--- src/rtl/core/cqs_pkg.sv ---
// Shared constants and codes for the circular queue with search.
package cqs_pkg;

    localparam int DEPTH_DEF      = 16;
    localparam int WORD_WIDTH_DEF = 32;

    localparam int CMD_W    = 2;
    localparam int VALUE_W  = 32;
    localparam int STATUS_W = 2;
    localparam int RS_W     = 5;
    localparam int ADDR_W   = 3;

    localparam logic [CMD_W-1:0] CMD_PUSH   = 2'd0;
    localparam logic [CMD_W-1:0] CMD_POP    = 2'd1;
    localparam logic [CMD_W-1:0] CMD_SEARCH = 2'd2;

    localparam logic [STATUS_W-1:0] ST_OK    = 2'd0;
    localparam logic [STATUS_W-1:0] ST_FULL  = 2'd1;
    localparam logic [STATUS_W-1:0] ST_EMPTY = 2'd2;

    // register index (byte address bit 2)
    localparam logic REG_RING_SIZE = 1'b0;

    localparam logic [RS_W-1:0] RING_SIZE_RST = 5'd16;

endpackage

--- src/rtl/core/cqs_ring_mem.sv ---
// Ring storage: single write port, registered read port, zeroing sweep after reset.
module cqs_ring_mem #(
    parameter int DEPTH      = cqs_pkg::DEPTH_DEF,
    parameter int WORD_WIDTH = cqs_pkg::WORD_WIDTH_DEF
) (
    input  logic                     aclk,
    input  logic                     aresetn,
    input  logic                     wr_en,
    input  logic [$clog2(DEPTH)-1:0] wr_addr,
    input  logic [WORD_WIDTH-1:0]    wr_data,
    input  logic [$clog2(DEPTH)-1:0] rd_addr,
    output logic [WORD_WIDTH-1:0]    rd_data,
    output logic                     clr_busy
);

    localparam int PTR_W = $clog2(DEPTH);

    logic [WORD_WIDTH-1:0] mem [DEPTH];
    logic [WORD_WIDTH-1:0] rd_data_reg;
    logic                  clr_busy_reg;
    logic [PTR_W-1:0]      clr_idx_reg;

    // zero one slot per cycle until the whole store is clean
    always_ff @(posedge aclk) begin
        if (!aresetn) begin
            clr_busy_reg <= 1'b1;
            clr_idx_reg  <= '0;
        end else if (clr_busy_reg) begin
            clr_idx_reg <= clr_idx_reg + PTR_W'(1);
            if (clr_idx_reg == PTR_W'(DEPTH - 1)) begin
                clr_busy_reg <= 1'b0;
            end
        end
    end

    always_ff @(posedge aclk) begin
        if (clr_busy_reg) begin
            mem[clr_idx_reg] <= '0;
        end else if (wr_en) begin
            mem[wr_addr] <= wr_data;
        end
        rd_data_reg <= mem[rd_addr];
    end

    assign rd_data  = rd_data_reg;
    assign clr_busy = clr_busy_reg;

endmodule

--- src/rtl/core/circular_queue_with_search_unit.sv ---
// Top level: ring queue of signed words with push, pop and full-ring key search.
//
// Input channel (s_*): one item per command; s_tuser carries the command
// (push, pop, search), s_tdata the value or search key.
// Result channel (m_*): exactly one result item per input item, holding the
// popped word, the word at the read pointer, found, empty and status.
// APB port: register 0 (byte address 0) is ring_size, the number of active
// slots; write it only while the block is idle.
// Sequence per item: push goes through S_PUSH, S_FRONT and S_DONE; pop
// through S_POP, S_POP_DATA (skipped on an empty ring), S_FRONT and S_DONE;
// an unused command through S_FRONT and S_DONE; a search steps S_SRCH over
// L slots, where L is ring_size held to 1..DEPTH, then S_FRONT and S_DONE.
// One item is in flight at a time: s_tready is low until the sequencer is back
// in idle. The one shared comparator is stepped one slot per cycle in a search.
// A finished result sits in an output register; the next item is accepted
// while it waits; the sequencer holds its next result until the register is free.
// Reset clears pointers and occupancy and sets ring_size to 16; the store
// is then zeroed one slot per cycle, and s_tready stays low until it is clean.
module circular_queue_with_search_unit #(
    parameter int DEPTH      = cqs_pkg::DEPTH_DEF,
    parameter int WORD_WIDTH = cqs_pkg::WORD_WIDTH_DEF
) (
    input  logic                        aclk,
    input  logic                        aresetn,
    // input channel
    input  logic                        s_tvalid,
    output logic                        s_tready,
    input  logic [31:0]                 s_tdata,   // [31:0] value
    input  logic [1:0]                  s_tuser,   // [1:0] command
    // result channel
    output logic                        m_tvalid,
    input  logic                        m_tready,
    // [31:0] popped_value, [63:32] front_value, [64] found, [65] is_empty,
    // [67:66] status, [71:68] zero
    output logic [71:0]                 m_tdata,
    // configuration
    input  logic                        psel,
    input  logic                        penable,
    input  logic                        pwrite,
    input  logic [cqs_pkg::ADDR_W-1:0]  paddr,
    input  logic [31:0]                 pwdata,
    output logic [31:0]                 prdata,
    output logic                        pready
);

    localparam int PTR_W = $clog2(DEPTH);
    localparam int CNT_W = PTR_W + 1;
    localparam int LW    = (CNT_W > cqs_pkg::RS_W) ? CNT_W : cqs_pkg::RS_W;

    localparam logic [2:0] S_IDLE     = 3'd0;
    localparam logic [2:0] S_PUSH     = 3'd1;
    localparam logic [2:0] S_POP      = 3'd2;
    localparam logic [2:0] S_POP_DATA = 3'd3;
    localparam logic [2:0] S_SRCH     = 3'd4;
    localparam logic [2:0] S_FRONT    = 3'd5;
    localparam logic [2:0] S_DONE     = 3'd6;

    logic [2:0]                     state_reg, state_next;
    logic [cqs_pkg::RS_W-1:0]       ring_size_reg;
    logic [PTR_W-1:0]               wp_reg, rp_reg, idx_reg;
    logic [CNT_W-1:0]               occ_reg;
    logic [cqs_pkg::CMD_W-1:0]      cmd_reg;
    logic [WORD_WIDTH-1:0]          key_reg;
    logic [WORD_WIDTH-1:0]          popped_reg;
    logic [cqs_pkg::STATUS_W-1:0]   status_reg;
    logic                           found_reg;
    logic                           cmp_pend_reg;
    logic                           m_tvalid_reg;
    logic [71:0]                    m_tdata_reg;

    logic                           s_fire, out_free, cfg_we;
    logic [LW-1:0]                  rs_w;
    logic [CNT_W-1:0]               len;
    logic                           full;
    logic [63:0]                    value_ext;
    logic [WORD_WIDTH-1:0]          rd_data;
    logic [PTR_W-1:0]               rd_addr;
    logic                           mem_we;
    logic                           clr_busy;
    logic [63:0]                    front_ext, popped_ext;

    function automatic logic [PTR_W-1:0] advance(input logic [PTR_W-1:0] p,
                                                 input logic [CNT_W-1:0] n);
        logic [CNT_W-1:0] nx;
        nx = {1'b0, p} + CNT_W'(1);
        advance = (nx >= n) ? '0 : nx[PTR_W-1:0];
    endfunction

    // active ring length: zero counts as one, saturate at DEPTH
    always_comb begin
        rs_w = LW'(ring_size_reg);
        if (rs_w == '0) begin
            rs_w = LW'(1);
        end else if (rs_w > LW'(DEPTH)) begin
            rs_w = LW'(DEPTH);
        end
        len = rs_w[CNT_W-1:0];
    end

    assign full      = (occ_reg >= len);
    assign value_ext = {{32{s_tdata[31]}}, s_tdata};
    assign s_tready  = (state_reg == S_IDLE) && !clr_busy;
    assign s_fire    = s_tvalid && s_tready;
    assign out_free  = !m_tvalid_reg || m_tready;
    assign rd_addr   = (state_reg == S_SRCH) ? idx_reg : rp_reg;
    assign mem_we    = (state_reg == S_PUSH) && !full;

    cqs_ring_mem #(
        .DEPTH      (DEPTH),
        .WORD_WIDTH (WORD_WIDTH)
    ) u_mem (
        .aclk     (aclk),
        .aresetn  (aresetn),
        .wr_en    (mem_we),
        .wr_addr  (wp_reg),
        .wr_data  (key_reg),
        .rd_addr  (rd_addr),
        .rd_data  (rd_data),
        .clr_busy (clr_busy)
    );

    // configuration port
    assign pready = 1'b1;
    assign cfg_we = psel && penable && pwrite && pready;
    assign prdata = (paddr[2] == cqs_pkg::REG_RING_SIZE) ? 32'(ring_size_reg) : '0;

    always_ff @(posedge aclk) begin
        if (!aresetn) begin
            ring_size_reg <= cqs_pkg::RING_SIZE_RST;
        end else if (cfg_we && (paddr[2] == cqs_pkg::REG_RING_SIZE)) begin
            ring_size_reg <= pwdata[cqs_pkg::RS_W-1:0];
        end
    end

    // sequencer
    always_comb begin
        state_next = state_reg;
        unique case (state_reg)
            S_IDLE: begin
                if (s_fire) begin
                    priority case (s_tuser)
                        cqs_pkg::CMD_PUSH:   state_next = S_PUSH;
                        cqs_pkg::CMD_POP:    state_next = S_POP;
                        cqs_pkg::CMD_SEARCH: state_next = S_SRCH;
                        default:             state_next = S_FRONT;
                    endcase
                end
            end
            S_PUSH:     state_next = S_FRONT;
            S_POP:      state_next = (occ_reg == '0) ? S_FRONT : S_POP_DATA;
            S_POP_DATA: state_next = S_FRONT;
            S_SRCH: begin
                if (({1'b0, idx_reg} + CNT_W'(1)) >= len) begin
                    state_next = S_FRONT;
                end
            end
            S_FRONT:    state_next = S_DONE;
            S_DONE:     state_next = out_free ? S_IDLE : S_DONE;
            default:    state_next = S_IDLE;
        endcase
    end

    always_ff @(posedge aclk) begin
        if (!aresetn) begin
            state_reg    <= S_IDLE;
            wp_reg       <= '0;
            rp_reg       <= '0;
            occ_reg      <= '0;
            idx_reg      <= '0;
            cmp_pend_reg <= 1'b0;
            found_reg    <= 1'b0;
            status_reg   <= cqs_pkg::ST_OK;
            m_tvalid_reg <= 1'b0;
        end else begin
            state_reg    <= state_next;
            cmp_pend_reg <= (state_reg == S_SRCH);
            if (m_tready) begin
                m_tvalid_reg <= 1'b0;
            end
            // shared comparator: one slot per cycle, checked in the cycle after its read address
            if (cmp_pend_reg && (rd_data == key_reg)) begin
                found_reg <= 1'b1;
            end
            unique case (state_reg)
                S_IDLE: begin
                    if (s_fire) begin
                        found_reg  <= 1'b0;
                        status_reg <= cqs_pkg::ST_OK;
                        idx_reg    <= '0;
                    end
                end
                S_PUSH: begin
                    if (full) begin
                        status_reg <= cqs_pkg::ST_FULL;
                    end else begin
                        wp_reg  <= advance(wp_reg, len);
                        occ_reg <= occ_reg + CNT_W'(1);
                    end
                end
                S_POP: begin
                    if (occ_reg == '0) begin
                        status_reg <= cqs_pkg::ST_EMPTY;
                    end
                end
                S_POP_DATA: begin
                    rp_reg  <= advance(rp_reg, len);
                    occ_reg <= occ_reg - CNT_W'(1);
                end
                S_SRCH: begin
                    idx_reg <= idx_reg + PTR_W'(1);
                end
                S_FRONT: ;
                S_DONE: begin
                    if (out_free) begin
                        m_tvalid_reg <= 1'b1;
                    end
                end
                default: ;
            endcase
        end
    end

    // payload registers
    assign front_ext  = 64'(rd_data);
    assign popped_ext = 64'(popped_reg);

    always_ff @(posedge aclk) begin
        if (s_fire) begin
            cmd_reg    <= s_tuser;
            key_reg    <= value_ext[WORD_WIDTH-1:0];
            popped_reg <= '0;
        end else if (state_reg == S_POP_DATA) begin
            popped_reg <= rd_data;
        end
        if ((state_reg == S_DONE) && out_free) begin
            m_tdata_reg <= {4'b0000, status_reg, (occ_reg == '0),
                            found_reg && (cmd_reg == cqs_pkg::CMD_SEARCH),
                            front_ext[31:0], popped_ext[31:0]};
        end
    end

    assign m_tvalid = m_tvalid_reg;
    assign m_tdata  = m_tdata_reg;

`ifndef SYNTHESIS
    a_occ_bound: assert property (@(posedge aclk) disable iff (!aresetn)
        occ_reg <= CNT_W'(DEPTH))
        else $error("occupancy above depth");

    a_ptr_bound: assert property (@(posedge aclk) disable iff (!aresetn)
        (wp_reg <= PTR_W'(DEPTH - 1)) && (rp_reg <= PTR_W'(DEPTH - 1)))
        else $error("pointer beyond store");

    a_one_in_flight: assert property (@(posedge aclk) disable iff (!aresetn)
        s_fire |=> !s_tready)
        else $error("item accepted while another is in flight");

    a_push_count: assert property (@(posedge aclk) disable iff (!aresetn)
        (state_reg == S_PUSH) && !full |=> occ_reg == $past(occ_reg) + CNT_W'(1))
        else $error("push did not grow occupancy");
`endif

endmodule

--- config.mk ---
export PLATFORM = sky130hd
export DESIGN_NAME = circular_queue_with_search_unit
export DESIGN_NICKNAME = d
export VERILOG_FILES = /design/src/rtl/core/cqs_pkg.sv /design/src/rtl/core/cqs_ring_mem.sv /design/src/rtl/core/circular_queue_with_search_unit.sv
export SDC_FILE = /design/constraint.sdc
export NUM_CORES = 1
export LEC_CHECK = 0
export ABC_AREA = 1
export BUFFER_PORTS_ARGS = -buffer_cell sky130_fd_sc_hd__buf_2
export CAP_MARGIN = 20
export CORE_ASPECT_RATIO = 0.6
export CORE_MARGIN = 10
export CORE_UTILIZATION = 63
export CTS_BUF_LIST = sky130_fd_sc_hd__clkbuf_2 sky130_fd_sc_hd__clkbuf_4 sky130_fd_sc_hd__clkbuf_8
export CTS_CLUSTER_SIZE = 8
export DETAILED_ROUTE_END_ITERATION = 6
export GPL_ROUTABILITY_DRIVEN = 0
export PLACE_DENSITY = 0.8
export SLEW_MARGIN = 0
export SYNTH_ARGS = -nofsm -noshare
export SYNTH_HDL_FRONTEND = slang
export SYNTH_SLANG_ARGS = --single-unit
--- constraint.sdc ---
create_clock -name aclk -period 6.9 [get_ports aclk]
set_input_delay 0.345 -clock aclk [delete_from_list [all_inputs] [get_ports aclk]]
set_output_delay 0.345 -clock aclk [all_outputs]
set_load 0.03 [all_outputs]
# Yosys cells after proc, flatten, opt, wreduce, memory -nomap -nowiden

Memories as Yosys holds them, arrays and structs flattened. A register that Yosys moved wholly into a read port is not among the register bits.
Cells that the tools add are included.
Widths: inputs -> output; s select.

Bits of input ports: 76
Bits in registers: 169
Output and inout bits: 107
Memory bits (writable): 512
Memories kept: 1

Memories:

| name      | words | width | read ports | clocked after memory_dff | wr ports | RTL line           | source |
|---|---|---|---|---|---|---|---|
| u_mem.mem | 16    | 32    | 1          | 1                        | 1        | cqs_ring_mem.sv:18 | `logic [WORD_WIDTH-1:0] mem [DEPTH];` |

Equality and inequality tests: 16
Reductions and logical operators: 27
Muxes and demuxes: 36
Magnitude comparators: 5
Bitwise gates (word level): 2
Add/sub/neg operators: 7

Operators by type and width:

| kind                | number |
|---|---|
| $eq 32x32->1        | 1 |
| $mux 32             | 1 |
| $reduce_or 32->1    | 1 |
| $ge 5x5->1          | 4 |
| $mux 4              | 5 |
| $mux 5              | 4 |
| $pmux 3 s6          | 1 |
| $add 4x1->5 const B | 3 |
| $mux 1              | 14 |
| $mux 3              | 4 |
| $logic_not 5->1     | 2 |
| $pmux 5 s2          | 1 |
| $eq 3x3->1 const B  | 3 |
| $logic_and 1x1->1   | 9 |
| $pmux 3 s3          | 1 |
| $add 4x1->4 const B | 2 |
| $ne 2x2->1 const B  | 4 |
| $pmux 4 s2          | 1 |
| $reduce_and 2->1    | 4 |
| $eq 3x2->1 const B  | 2 |
| $mux 2              | 3 |
| $pmux 2 s3          | 1 |
| $add 5x1->5 const B | 1 |
| $gt 5x5->1 const B  | 1 |
| 15 further kinds    | 20 |

# Depth between registers and ports, before layout

Gate-level depths: netlist (run 1).

Word-level depth: 11
Gate-level depth with buffers: 14

# Modules after synthesis

From an unflattened synthesis (run 1), not the netlist that was laid out.

Cell total of the unflattened synthesis: 2,955
Area, all modules: 30,496.7 um^2

By module, submodules not included:

| module                          | cells each | area each (um^2) | times used | sequential area each (um^2) |
|---|---|---|---|---|
| cqs_ring_mem                    | 2,227      | 23,258.6         | 1          | 16,115.5 |
| circular_queue_with_search_unit | 728        | 7,238.2          | 1          | 4,304.1 |

# Least setup slack after synthesis (run 1)

OpenSTA, ideal clock, no wires.

Kind: register -> register
Start point: register state_reg[2]
End point: register m_tdata_reg[0] (netlist: m_tdata[0]) (enable)
Setup slack: 1,130 ps
Arrival: 5,192 ps
Buffers on the path: 0
Stages on the path, launching flop included: 3
Period minus slack after synthesis: 5,770 ps
Data required time: 6,322 ps
Setup time: 578 ps
Cell sequence: dfxtp_1 inv_1 nor3_1

Longest elaborated chain between the ends: 2

Ends and longest elaborated chain:

| item                   | RTL line                               | source |
|---|---|---|
| from (decl)            | circular_queue_with_search_unit.sv:58  | `logic [2:0] state_reg, state_next;` |
| from (signal assigned) | circular_queue_with_search_unit.sv:175 | `state_reg <= state_next;` |
| $eq 3x3->1             | circular_queue_with_search_unit.sv:235 | `if ((state_reg == S_DONE) && out_free) begin` |
| $logic_and 1x1->1      | circular_queue_with_search_unit.sv:235 |  |
| to (signal assigned)   | circular_queue_with_search_unit.sv:236 | `m_tdata_reg <= {4'b0000, status_reg, (occ_reg == '0),` |
| to (decl)              | circular_queue_with_search_unit.sv:69  | `logic [71:0] m_tdata_reg;` |

No other way between the ends.
A chain may end at the register's enable or synchronous reset.

# Worst setup path after layout (run 1)

Start point: register ring_size_reg[2] in the netlist's numbering
End point: memory u_mem.mem[9][9] in the netlist's numbering (enable)

Longest elaborated chain between the ends: 11
Elaborated cells on any way between the ends: 13
Classes of those cells: order compare (2); mux (7); reduce/logical (4)

Ends and longest elaborated chain:

| item                                              | RTL line                               | source |
|---|---|---|
| from (decl)                                       | circular_queue_with_search_unit.sv:59  | `logic [cqs_pkg::RS_W-1:0] ring_size_reg;` |
| from (signal assigned)                            | circular_queue_with_search_unit.sv:129 | `ring_size_reg <= cqs_pkg::RING_SIZE_RST;` |
| from (signal assigned)                            | circular_queue_with_search_unit.sv:131 | `ring_size_reg <= pwdata[cqs_pkg::RS_W-1:0];` |
| $gt 5x5->1                                        | circular_queue_with_search_unit.sv:94  | `end else if (rs_w > LW'(DEPTH)) begin` |
| $mux 5                                            | circular_queue_with_search_unit.sv:94  |  |
| $mux 5 (*)                                        | circular_queue_with_search_unit.sv:92  | `if (rs_w == '0) begin` |
| $ge 5x5->1 (*)                                    | circular_queue_with_search_unit.sv:100 | `assign full = (occ_reg >= len);` |
| $logic_not 1->1 (*)                               | circular_queue_with_search_unit.sv:106 | `assign mem_we = (state_reg == S_PUSH) && !full;` |
| $logic_and 1x1->1 (*)                             | circular_queue_with_search_unit.sv:106 |  |
| $mux 1 (*)                                        | cqs_ring_mem.sv:39                     | `end else if (wr_en) begin` |
| $mux 1 (*)                                        | cqs_ring_mem.sv:37                     | `if (clr_busy_reg) begin` |
| $mux 1 (implied by the code) (*)                  | cqs_ring_mem.sv:40                     | `mem[wr_addr] <= wr_data;` |
| $reduce_or 32->1 (no source line)                 | -                                      |  |
| $mux 4 (no source line) or $mux 1 (tied branches) | -                                      |  |
| to (decl)                                         | cqs_ring_mem.sv:18                     |  |

Every way passes the cells marked *; elsewhere a longest branch is shown, timed or not.

==> flow_summary_export.csv, run 1 <==
group,metric,value,unit
outcome,outcome,"complete, no violations",
layout,multi_input_area,0.00805,mm^2
floorplan,initial_core_util,64.2,%
grt,grt.total_usage,26.5,%
layout,fin_nets,3085,
setup_path,cp_data_required_time,7.23,ns
power,switching_share,21.6,%
power,seqPwrFrac,57.1,%
timing,timing.hold.ws,0.0224,ns
logic_synthesis,ys_seq_area_share,68.2,%
floorplan,core-area,0.0466,mm^2
logic_synthesis,synth_edf_count,614,
timing,slew_viol_final,0,
floorplan,io_pins,183,
grt,grt_pass1_vias,21001,
timing,min_period,4.03,ns
cts,cts_tree,"yes",
power,p_comb_share,3.3,%
timing,finalSetupViolCount,0,
power,power.share.clock,39.6,%
floorplan,rows,61,
worst_hold_path,hp-class,"primary input to flop",
floorplan,dieHeight,189,um
cts,insertion_delay,0.70,ns
detailed_routing,totalWireLength,76800,um
placed_design,place_ws,2.95,ns
cts,cts_buffer_depth,3,
floorplan,design.die.area,0.0569,mm^2
logic_synthesis,avgSynthCellArea,10.6,um^2
detailed_routing,viasPerCell,5.84,
placed_design,dp_hpwl,41800,um
timing,worst_pin_slew,1.18,ns
layout,final_util,71.5,%
logic_synthesis,synthDistinctLibCells,35,
power,p_leak,13.6,nW
layout,final_common_cell,"nand2_1",
setup_path,criticalPathCategory,"flop to flop",
cts,htree_levels,3,
detailed_routing,drt_iter0_markers,2937,
timing,max_freq,248,MHz
job,drv_cap,0,
layout,seq_area,0.0204,mm^2
grt,grt_overflow,0,
cts,cts_made_buffers,101,
timing,period_share,58.5,%
setup_path,cp_top_family,"simple AND/OR/NAND/NOR gates",
layout,area.growth.synth_to_final,11.3,%
timing,fin_ws,2.87,ns
placed_design,io_buffers,121,
power,p_per_area,251,mW/mm^2
detailed_routing,met2WireLength,37100,um
setup_path,crit_slowest_cell,"nor2_4",
logic_synthesis,postSynth.asyncResetShare,0,%
grt,grt_pass1_wl,118000,um
setup_path,arrival,4.37,ns
timing,hold_viol_final,0,
setup_path,crit_fanout,17,
logic_synthesis,syn-cell-area,0.0299,mm^2
detailed_routing,antenna_left,0,
detailed_routing,route.met3.wl,8130,um
cts,root_buffer,"clkbuf_8",
cts,post-cts-setup-buffers,0,
layout,largest_reg_flops,512,
detailed_routing,top_layer,"met4",
detailed_routing,avgRoutedWirePerCell,20.9,um
layout,layout_common_cells,"950 x nand2_1, 614 x edfxtp_1, 501 x nand3_1, 205 x inv_1, 121 x buf_2",
layout,num-fill-cells,3066,
layout,antenna_cells,0,
timing,setup_tns,0,ns
logic_synthesis,syn-instance-count,2831,
detailed_routing,drc,0,
power,p_switching,1.81,mW
setup_path,cp-end-kind,"flop",
cts,cts_sinks,713,
logic_synthesis,yosys_warnings,0,
timing,rsz0062_at_grt,"no",
logic_synthesis,ys_seq_elements,713,
layout,stdcell_count,3682,
timing,slew_headroom,21.4,%
setup_path,crit_chain,"inv_1 -> nand3_1 -> a21oi_1 -> ha_1 -> o21ai_0 -> nand2_1 -> nand2_1 -> nand2_2 -> nand2_1 -> nand3_1 -> nor2_4 -> buf_4",
detailed_routing,vias,21488,
setup_path,crit_top_cell,"nand2_1",
setup_path,cp-start-kind,"flop",
grt,grt_max_degree,171,
detailed_routing,dr.pass1.iters,6,
power,vdd.ir_drop.worst,200,uV
power,power.internal,6.57,mW
logic_synthesis,ys.flop_type,"edfxtp_1",
layout,drive_above_1_share,12.1,%
grt,grt_antenna_before_repair,0,
timing,final.setup_skew,0.0407,ns
setup_path,path_buf_inv,2,
cts,clkTransAtPathRegs,0.07,ns
setup_path,slowest_delay,0.80,ns
placed_design,place_inst,3461,
floorplan,fp.dieW,301,um
detailed_routing,wl_met1,28800,um
## metrics by stage
step | area, um^2 | total power [mW]
floorplan | 30000 | 5.02
CTS | 33300 | 8.37
global route | 33300 | 8.63
finish | 33300 | 8.37
global placement | 30900 | 5.11
detailed placement | 30900 | 5.12
## cells in the mapped netlist (9+ instances only)
| cell | number | area share (%) |
|---|---|---|
| nand2_1 | 952 | 12 |
| edfxtp_1 | 614 | 62 |
| nand3_1 | 502 | 8.4 |
| inv_1 | 205 | 2.6 |
| dfxtp_1 | 99 | 6.6 |
| buf_2 | 86 | 1.4 |
| nor2_1 | 85 | 1.1 |
| buf_4 | 51 | 1.3 |
| o21ai_0 | 50 | 0.84 |
| a21oi_1 | 37 | 0.62 |
| clkbuf_1 | 36 | 0.45 |
| ha_1 | 30 | 1.3 |
| nand4_1 | 19 | 0.40 |
| xor2_1 | 11 | 0.32 |
| buf_1 | 9 | 0.11 |
| nor3_1 | 9 | 0.15 |
## kinds of logic (layout without fill, tap and decap cells)
group	Yosys count	count (layout)	synth area share, %
fa+ha+maj	31	31	1.32
xor+xnor	19	19	0.556
simple gates	1578	1578	22.2
buf+inv	391	582	5.93
other cells	2	32	0.0251
compound gates	97	97	1.72
flops	713	713	68.2
## power by group through the flow
stage,combinational (mW),sequential (mW),clock [mW]
after CTS,0.274,4.78,3.32
after global placement,0.244,4.86,0
after floorplan,0.178,4.85,0
after global routing,0.307,4.78,3.54
after detailed placement,0.253,4.87,0
final,0.279,4.78,3.32
## worst paths after layout
path / cells past startpoint / to / slack, ns / from
min reg2reg: 0 / m_tdata[15]$_DFFE_PP_ / 0.43 / popped_reg[15]$_SDFFE_PP0P_
min: 3 / m_tvalid$_SDFF_PN0_ / 0.02 / m_tready
max: 12 / u_mem.mem[9][9]$_DFFE_PP_ / 2.87 / ring_size_reg[2]$_SDFFE_PN0P_
max reg2reg: 12 / u_mem.mem[9][9]$_DFFE_PP_ / 2.87 / ring_size_reg[2]$_SDFFE_PN0P_
## final cells by class
type,instances,share of cell area (%)
Clock buffer,170,5.80
Multi-Input combinational cell,1757,24.1
Timing Repair Buffer,197,3.86
Clock inverter,7,0.207
Sequential cell,713,61.3
Tap cell,630,2.37
Inverter,208,2.35
## worst register-to-register path, stage by stage (launching register included)
cell,delay (ns)
dfxtp_1,0.32
inv_1,0.11
nand3_1,0.09
a21oi_1,0.31
ha_1,0.30
o21ai_0,0.17
nand2_1,0.07
nand2_1,0.26
nand2_2,0.22
nand2_1,0.21
nand3_1,0.35
nor2_4,0.81
buf_4,0.45
## routing by layer
layer,global-route usage (%),up-vias
li1,-,9768
met1,34.7,10146
met2,43.4,1351
met3,4.74,223
met4,10.9,0
met5,0,-
## what timing repair did
action | in CTS | in global routing
endpoints found under the hold margin | 39 | 0
hold buffers | 39 | 0
resized for setup | 0 | 0
No activity file was read; power rests on OpenSTA's default activity.
==> inputs of run 2 (changes only) <==
==> constraint.sdc (replaced) <==
create_clock -name aclk -period 4.15 [get_ports aclk]
set_input_delay 0.2075 -clock aclk [delete_from_list [all_inputs] [get_ports aclk]]
set_output_delay 0.2075 -clock aclk [all_outputs]
set_load 0.03 [all_outputs]
==> run 2 against run 1 <==
Net effect:
- setup slack worse by 2.6 ns
- combinational power is 81% higher
- utilization rose by 1.3 points
- first-iteration DRC count up 6.9%
- count of clock-buffer cells in the layout is 10 higher
- critical path depth unchanged
- die area did not move
- wire length grew 4.8%
- critical path type unchanged
- critical endpoint is now u_mem.mem[8][0]$_DFFE_PP_
- highest routed layer unchanged
==> flow_summary_export.csv, run 2 (synthesized netlist as in run 1, its figures left out) <==
group,metric,value,unit
timing,slew_headroom,27.6,%
setup_path,arrival,4.29,ns
layout,layout_common_cells,"950 x nand2_1, 614 x edfxtp_1, 501 x nand3_1, 205 x inv_1, 121 x buf_2",
layout,final_common_cell,"nand2_1",
timing,finalSetupViolCount,0,
cts,cts_tree,"yes",
detailed_routing,viasPerCell,5.93,
placed_design,dp_hpwl,45000,um
cts,htree_levels,3,
floorplan,rows,61,
grt,grt_antenna_before_repair,0,
detailed_routing,vias,22181,
power,p_comb_share,3.6,%
setup_path,cp_data_required_time,4.53,ns
setup_path,crit_top_cell,"nand2_1",
timing,fin_ws,0.238,ns
cts,clkTransAtPathRegs,0.07,ns
grt,grt.total_usage,27.9,%
setup_path,criticalPathCategory,"flop to flop",
outcome,outcome,"complete, no violations",
layout,stdcell_count,3741,
detailed_routing,drt_iter0_markers,3141,
floorplan,io_pins,183,
floorplan,initial_core_util,64.2,%
setup_path,crit_chain,"inv_1 -> nand3_1 -> a21oi_1 -> ha_1 -> o21ai_0 -> nand2_1 -> nand2_1 -> nand2_2 -> nand2_1 -> nand3_1 -> nor2_4 -> buf_4",
layout,fin_nets,3132,
job,drv_cap,0,
grt,grt_pass1_vias,21574,
cts,post-cts-setup-buffers,0,
layout,drive_above_1_share,13.5,%
power,p_switching,3.08,mW
setup_path,r2r_end,"u_mem.mem[8][0]$_DFFE_PP_",
cts,cts_hold_buf,48,
timing,rsz0062_at_grt,"no",
timing,min_period,3.91,ns
power,power.internal,11.0,mW
placed_design,io_buffers,121,
setup_path,slowest_delay,0.78,ns
timing,slew_viol_final,0,
worst_hold_path,hp-class,"primary input to flop",
grt,grt_pass1_wl,124000,um
setup_path,ff2ff_setup_slack,0.24,ns
placed_design,place_inst,3505,
floorplan,design.die.area,0.0569,mm^2
timing,timing.hold.ws,0.0960,ns
power,seqPwrFrac,56.4,%
setup_path,cp-start-kind,"flop",
timing,worst_pin_slew,1.09,ns
power,power.share.clock,40.0,%
cts,cts_sinks,713,
floorplan,fp.dieW,301,um
power,p_total,14.1,mW
timing,max_freq,256,MHz
cts,cts-resized-gates,0,
detailed_routing,dr.pass1.iters,6,
setup_path,r2r_start,"ring_size_reg[3]$_SDFFE_PN0P_",
floorplan,dieHeight,189,um
floorplan,core-area,0.0466,mm^2
cts,cts_buffer_depth,3,
power,switching_share,21.9,%
detailed_routing,antenna_left,0,
detailed_routing,drc,0,
detailed_routing,avgRoutedWirePerCell,21.5,um
setup_path,reg2regPathDepth,12,
layout,antenna_cells,0,
setup_path,crit_fanout,20,
grt,grt_overflow,0,
layout,largest_reg_flops,512,
timing,hold_viol_final,0,
placed_design,place_ws,0.324,ns
detailed_routing,totalWireLength,80500,um
grt,grt_max_degree,179,
cts,root_buffer,"clkbuf_8",
worst_hold_path,hp-start,"s_tvalid",
setup_path,cp-end-kind,"flop",
layout,area.growth.synth_to_final,13.4,%
power,vdd.ir_drop.worst,428,uV
setup_path,crit_slowest_cell,"nor2_4",
worst_hold_path,hold_depth,5,
cts,cts_made_buffers,100,
power,p_per_area,415,mW/mm^2
cts,insertion_delay,0.70,ns
timing,period_share,94.3,%
timing,final.setup_skew,0.0333,ns
timing,setup_tns,0,ns
worst_hold_path,whs_endpoint,"popped_reg[13]$_SDFFE_PP0P_",
power,p_leak,14.0,nW
## run 2: cell count changes in the layout (fill, tap and decap cells not counted), moves of 2 or more
cell	delta
buf_12	+14
buf_4	+25
clkbuf_4	+14
clkbuf_8	-4
clkinvlp_4	-2
dlygate4sd3_1	+9
inv_6	+2
## run 2: worst max-delay path: cells and delay by family, from the launching register on
family / cells / cell delay (ns)
compound gates: 2 / 0.52
fa+ha+maj: 1 / 0.31
buf+inv: 2 / 0.48
flops: 1 / 0.33
simple gates: 7 / 1.94
## run 2: routing by layer
metal	vias to the layer above	track usage, %	part of all wire (%)
met5	-	0	0
met4	0	10.8	3.7
met3	226	5.40	11
met2	1493	44.7	47
met1	10591	37.4	38
li1	9871	-	-
## run 2: area by class of cell
cell class                      instances  area (um^2)
Sequential cell                       713        20400
Inverter                              208          782
Multi-Input combinational cell       1757         8050
Clock inverter                          8         71.3
Clock buffer                          180         1980
Timing Repair Buffer                  245         1840
Tap cell                              630          788
Fill cell                            2969        12700
## run 2: worst max path at each step
| stage | start | to | slack [ns] | cells after the start |
|---|---|---|---|---|
| 2_1_floorplan | state_reg[2]$_SDFFE_PN0P_ | m_tdata[0]$_DFFE_PP_ | 0.46 | 2 |
| 3_5_place_dp | ring_size_reg[3]$_SDFFE_PN0P_ | u_mem.mem[9][7]$_DFFE_PP_ | 0.32 | 12 |
| 5_1_grt | ring_size_reg[3]$_SDFFE_PN0P_ | u_mem.mem[8][6]$_DFFE_PP_ | 0.04 | 12 |
| 3_3_place_gp | ring_size_reg[0]$_SDFFE_PN0P_ | u_mem.mem[8][2]$_DFFE_PP_ | 0.44 | 12 |
| 6_report | ring_size_reg[3]$_SDFFE_PN0P_ | u_mem.mem[8][0]$_DFFE_PP_ | 0.24 | 12 |
| 4_1_cts | ring_size_reg[3]$_SDFFE_PN0P_ | u_mem.mem[9][10]$_DFFE_PP_ | 0.33 | 12 |
## run 2: power by group through the flow
stage          registers [mW]  logic (mW)  clock network [mW]
5_1_grt                  7.95       0.550                5.98
3_5_place_dp             8.09       0.452                   0
4_1_cts                  7.94       0.491                5.63
6_report                 7.94       0.504                5.64
3_3_place_gp             8.08       0.436                   0
2_1_floorplan            8.06       0.295                   0
## run 2: per-stage QoR
stage,instance area (um^2),utilization (%)
final,33900,72.8
after CTS,33900,72.8
after detailed placement,31400,67.3
after global placement,31400,67.3
after global routing,33900,72.8
after floorplan,30000,-
